$ cat src/rtl/rau_pkg.sv
// Package for the rational arithmetic unit: word types, mode/status codes,
// command and status structs shared by controller and datapath. No dependencies.
package rau_pkg;
  localparam int unsigned WordBitsDef = 64;

  localparam logic [2:0] ModeNorm = 3'd0;
  localparam logic [2:0] ModeAdd  = 3'd1;
  localparam logic [2:0] ModeSub  = 3'd2;
  localparam logic [2:0] ModeMul  = 3'd3;
  localparam logic [2:0] ModeDiv  = 3'd4;
  localparam logic [2:0] ModeCmp  = 3'd5;

  localparam logic [1:0] StatOk   = 2'd0;
  localparam logic [1:0] StatZero = 2'd1;
  localparam logic [1:0] StatOvf  = 2'd2;

  typedef struct packed {
    logic [2:0]  mode;
    logic [63:0] a_num;
    logic [63:0] a_den;
    logic [63:0] b_num;
    logic [63:0] b_den;
  } in_word_t;

  typedef struct packed {
    logic [63:0] res_num;
    logic [62:0] res_den;
    logic [1:0]  order;
    logic [1:0]  status;
  } out_word_t;

  // controller -> datapath
  typedef struct packed {
    logic load;     // capture input word, decode
    logic mul;      // run one multiplier step
    logic form;     // form N and D from products
    logic gcd;      // run one gcd step
    logic div;      // run one division step
    logic finish;   // build result word
  } dp_cmd_t;

  // datapath -> controller
  typedef struct packed {
    logic early;    // result known after decode (error, bad mode)
    logic mul_done;
    logic gcd_done;
    logic div_done;
  } dp_stat_t;
endpackage

$ cat src/rtl/rau_ctrl.sv
// Controller state machine of the rational arithmetic unit.
// Depends on rau_pkg for the command and status structs.
module rau_ctrl (
  input  logic              clk_i,
  input  logic              rst_ni,
  input  logic              in_go_i,
  input  logic              out_hold_i,
  output logic              busy_o,
  output logic              done_o,
  output rau_pkg::dp_cmd_t  cmd_o,
  input  rau_pkg::dp_stat_t stat_i
);
  import rau_pkg::*;

  localparam logic [2:0] SIdle = 3'd0;
  localparam logic [2:0] SDec  = 3'd1;
  localparam logic [2:0] SMul  = 3'd2;
  localparam logic [2:0] SForm = 3'd3;
  localparam logic [2:0] SGcd  = 3'd4;
  localparam logic [2:0] SDiv  = 3'd5;
  localparam logic [2:0] SFin  = 3'd6;

  logic [2:0] state_q, state_d;

  always_comb begin
    state_d = state_q;
    cmd_o   = '0;
    done_o  = 1'b0;
    case (state_q)
      SIdle: begin
        if (in_go_i) begin
          cmd_o.load = 1'b1;
          state_d    = SDec;
        end
      end
      SDec: begin
        if (stat_i.early) state_d = SFin;
        else state_d = SMul;
      end
      SMul: begin
        cmd_o.mul = 1'b1;
        if (stat_i.mul_done) state_d = SForm;
      end
      SForm: begin
        cmd_o.form = 1'b1;
        state_d    = SGcd;
      end
      SGcd: begin
        cmd_o.gcd = 1'b1;
        if (stat_i.gcd_done) state_d = SDiv;
      end
      SDiv: begin
        cmd_o.div = 1'b1;
        if (stat_i.div_done) state_d = SFin;
      end
      SFin: begin
        // hold while the previous result still waits
        if (!out_hold_i) begin
          cmd_o.finish = 1'b1;
          done_o       = 1'b1;
          state_d      = SIdle;
        end
      end
      default: state_d = SIdle;
    endcase
  end

  assign busy_o = (state_q != SIdle);

  always_ff @(posedge clk_i or negedge rst_ni) begin
    if (!rst_ni) begin
      state_q <= SIdle;
    end else begin
      state_q <= state_d;
    end
  end
endmodule

$ cat config.mk
export PLATFORM = sky130hd
export DESIGN_NAME = rau_ctrl
export DESIGN_NICKNAME = d
export VERILOG_FILES = /design/src/rtl/rau_pkg.sv /design/src/rtl/rau_ctrl.sv
export SDC_FILE = /design/constraint.sdc
export NUM_CORES = 1
export LEC_CHECK = 0
export BUFFER_PORTS_ARGS = -buffer_cell sky130_fd_sc_hd__buf_4
export CELL_PAD_IN_SITES_DETAIL_PLACEMENT = 0
export CELL_PAD_IN_SITES_GLOBAL_PLACEMENT = 1
export CORE_AREA = 2 2 39 41
export CTS_CLUSTER_DIAMETER = 50
export DETAILED_ROUTE_END_ITERATION = 12
export DIE_AREA = 0 0 41 43
export GPL_ROUTABILITY_DRIVEN = 0
export PLACE_DENSITY_LB_ADDON = 0.1
export SYNTH_ARGS = -nofsm -noshare
export SYNTH_HDL_FRONTEND = slang
export SYNTH_SLANG_ARGS = --single-unit
$ cat constraint.sdc
create_clock -name clk_i -period 1.7 [get_ports clk_i]
set_input_delay 0.255 -clock clk_i [delete_from_list [all_inputs] [get_ports clk_i]]
set_output_delay 0.255 -clock clk_i [all_outputs]
set_load 0.01 [all_outputs]
==> metrics.yaml <==
outcome:
  status: "finished clean"
yosys:
  synth_top_area_cell: "dfrtp_1"
  synth_commonest_cells: "dfrtp_1, inv_1, nor3_1, o21ai_0, nor2_1"
  synth_edf_count: 0
  ys.flop_type: "dfrtp_1"
  netlist.area_leader.share_pct: 32.4
  ys_warn_count: 0
  synth_cells: 27
  synth-seq-cells: 3
  synth_seq_area_share_pct: 32.4
  synth_area_um2: 231
  avgSynthCellArea_um2: 8.57
  synthTopCellsByArea: "dfrtp_1, nor3_1, o21ai_0"
  synth-async-reset-ratio_pct: 100
  syn_nets: 35
  synth_cell_types: 18
clocking:
  hold_buffers: 1
  cts_resized: 0
  cts_tree: "built"
  numCtsBuffers: 3
  clk_latency_ns: 0.24
  cts_sinks: 3
  post_cts_buffers: 0
  cts_buffer_depth: 2
  cts_max_level: 1
  root_buffer: "clkbuf_4"
  clk_pin_slew_worst_paths_ns: 0.04
detailed_routing:
  vias: 241
  routedWlPerCell_um: 10.5
  wl_um: 643
  drtPass1Iterations: 2
  drt_iter0_drc: 2
  vias_per_cell: 3.95
  drc: 0
  ant_nets: 0
timing:
  slew_violations: 0
  slew_headroom_pct: 82.1
  setup_viol: 0
  tns_ns: 0
  hold_viol: 0
  finClkSkew_ns: 0.00355
  holdWs_ns: 0.248
  tightest_slew_ns: 0.269
  fin_crit_sh_pct: 92.9
  rsz0062_at_grt: "no"
  max_freq_mhz: 634
  fin_crit_ns: 1.58
floorplanning:
  die_h_um: 43
  coreArea_um2: 1380
  fp.dieW_um: 41
  start_util_pct: 16.7
  rows: 14
  num_io_pins: 16
  die_area_um2: 1760
worst_setup_path:
  startpoint_type: "flop"
  crit_path_end_kind: "output port"
  path_cells: "or3_4 -> nor2_2 -> buf_4"
  cp.required_ns: 1.44
  cp_max_fo: 7
  arrival_ns: 1.32
  critPathMaxStageDelay_ns: 0.46
  path_class: "flop to output port"
  cp_slowest_cell: "dfrtp_1"
cells_and_area:
  multi_input_area_um2: 126
  synthToLayoutAreaGrowth_pct: 64.9
  top_register: "state_q"
  n_antenna_cell: 0
  fill_cells: 152
  largest_reg_flops: 3
  largestRegisters: "state_q x3"
  nNetsFinal: 54
  final_layout_size_suffix_gt1_share_pct: 48.9
  ff_latch_area_um2: 75.1
power:
  cellPowerDensity_nw_per_um2: 1620
  vdd_drop_max_v: 0.000455
  p_leak_nw: 0.196
global_route:
  grt.total_usage_pct: 9.55
  grt_max_degree: 11
  first_global_vias: 237
  grt_pass1_wl_um: 1050
  grt_overflow: 0
  antenna_found_initial: 0
placement:
  dp_hpwl_um: 494
  place.port_buffers: 15
worst_hold_path:
  min_path_type: "input pin to flop"
run:
  cap_violations: 0
[where the power goes]
group / total, W / switching (W) / internal (W)
Combinational: 0.000311 / 0.000139 / 0.000172
Sequential: 0.000174 / 0.0000692 / 0.000105
Clock: 0.000133 / 0.0000446 / 0.0000885
Total: 0.000619 / 0.000253 / 0.000366
[worst max-delay path: cells and delay by family, from the launching register on]
kind,cells,cell delay (ns)
buf+inv,1,0.12
simple gates,2,0.51
flops,1,0.46
[layout by cell type (no fill, tap or decap), drive strengths merged]
cell / n
buf: 15
dlygate4sd3: 1
a21oi: 1
inv: 3
dfrtp: 3
o21ai: 3
mux2i: 1
and3: 2
nand2b: 1
a22o: 1
nand3b: 1
or3: 1
clkbuf: 4
nor3: 3
nor2: 3
o22ai: 1
nor2b: 1
[final cells by class]
class / count / share of cell area [%]
flip-flops and latches: 3 / 19.7
multi-input cells: 19 / 33.1
well taps: 16 / 5.25
inverters: 3 / 2.95
clock buffers: 4 / 6.89
repair buffers: 16 / 32.1
[metal layers]
| layer | share of wire [%] | vias up | wire (um) | GRT usage (%) |
|---|---|---|---|---|
| li1 | - | 128 | - | - |
| met1 | 49 | 100 | 313 | 13.9 |
| met2 | 42 | 13 | 268 | 9.69 |
| met3 | 9.3 | 0 | 60 | 4.71 |
| met4 | 0 | 0 | 0 | 8.00 |
| met5 | 0 | - | 0 | 0 |
[path summary, 6_finish.rpt]
check / endpoint / cells past startpoint / slack (ns) / start
setup / recovery: cmd_o[5] / 3 / 0.12 / state_q[1]$_DFFE_PN0P_
hold / removal: state_q[0]$_DFFE_PN0P_ / 2 / 0.25 / stat_i[2]
setup reg to reg: state_q[0]$_DFFE_PN0P_ / 3 / 0.61 / state_q[0]$_DFFE_PN0P_
hold reg to reg: state_q[1]$_DFFE_PN0P_ / 1 / 0.63 / state_q[1]$_DFFE_PN0P_
max in group asynchronous: state_q[1]$_DFFE_PN0P_ / 2 / 1.26 / rst_ni
min in group asynchronous: state_q[2]$_DFFE_PN0P_ / 2 / 0.35 / rst_ni
[kinds of logic after synthesis]
| family | Yosys count | share of synthesized area [%] |
|---|---|---|
| DFF | 3 | 32.4 |
| buffers and inverters | 5 | 13.0 |
| and+or+nand+nor | 12 | 35.1 |
| muxes | 1 | 4.32 |
| AOI/OAI and AO/OA | 6 | 15.1 |
[through the flow]
stage / util (%) / instances / power (W) / setup slack [ns] / cell area (um2)
2_1_floorplan: - / 27 / 0.000373 / 0.321 / 231
3_3_place_gp: 25.0 / 56 / 0.000491 / 0.387 / 345
3_5_place_dp: 25.0 / 56 / 0.000487 / 0.369 / 345
4_1_cts: 27.6 / 61 / 0.000628 / 0.114 / 382
5_1_grt: 27.6 / 61 / 0.000674 / 0.0194 / 382
6_report: 27.6 / 61 / 0.000619 / 0.121 / 382
(Power assumes the default switching activity.)
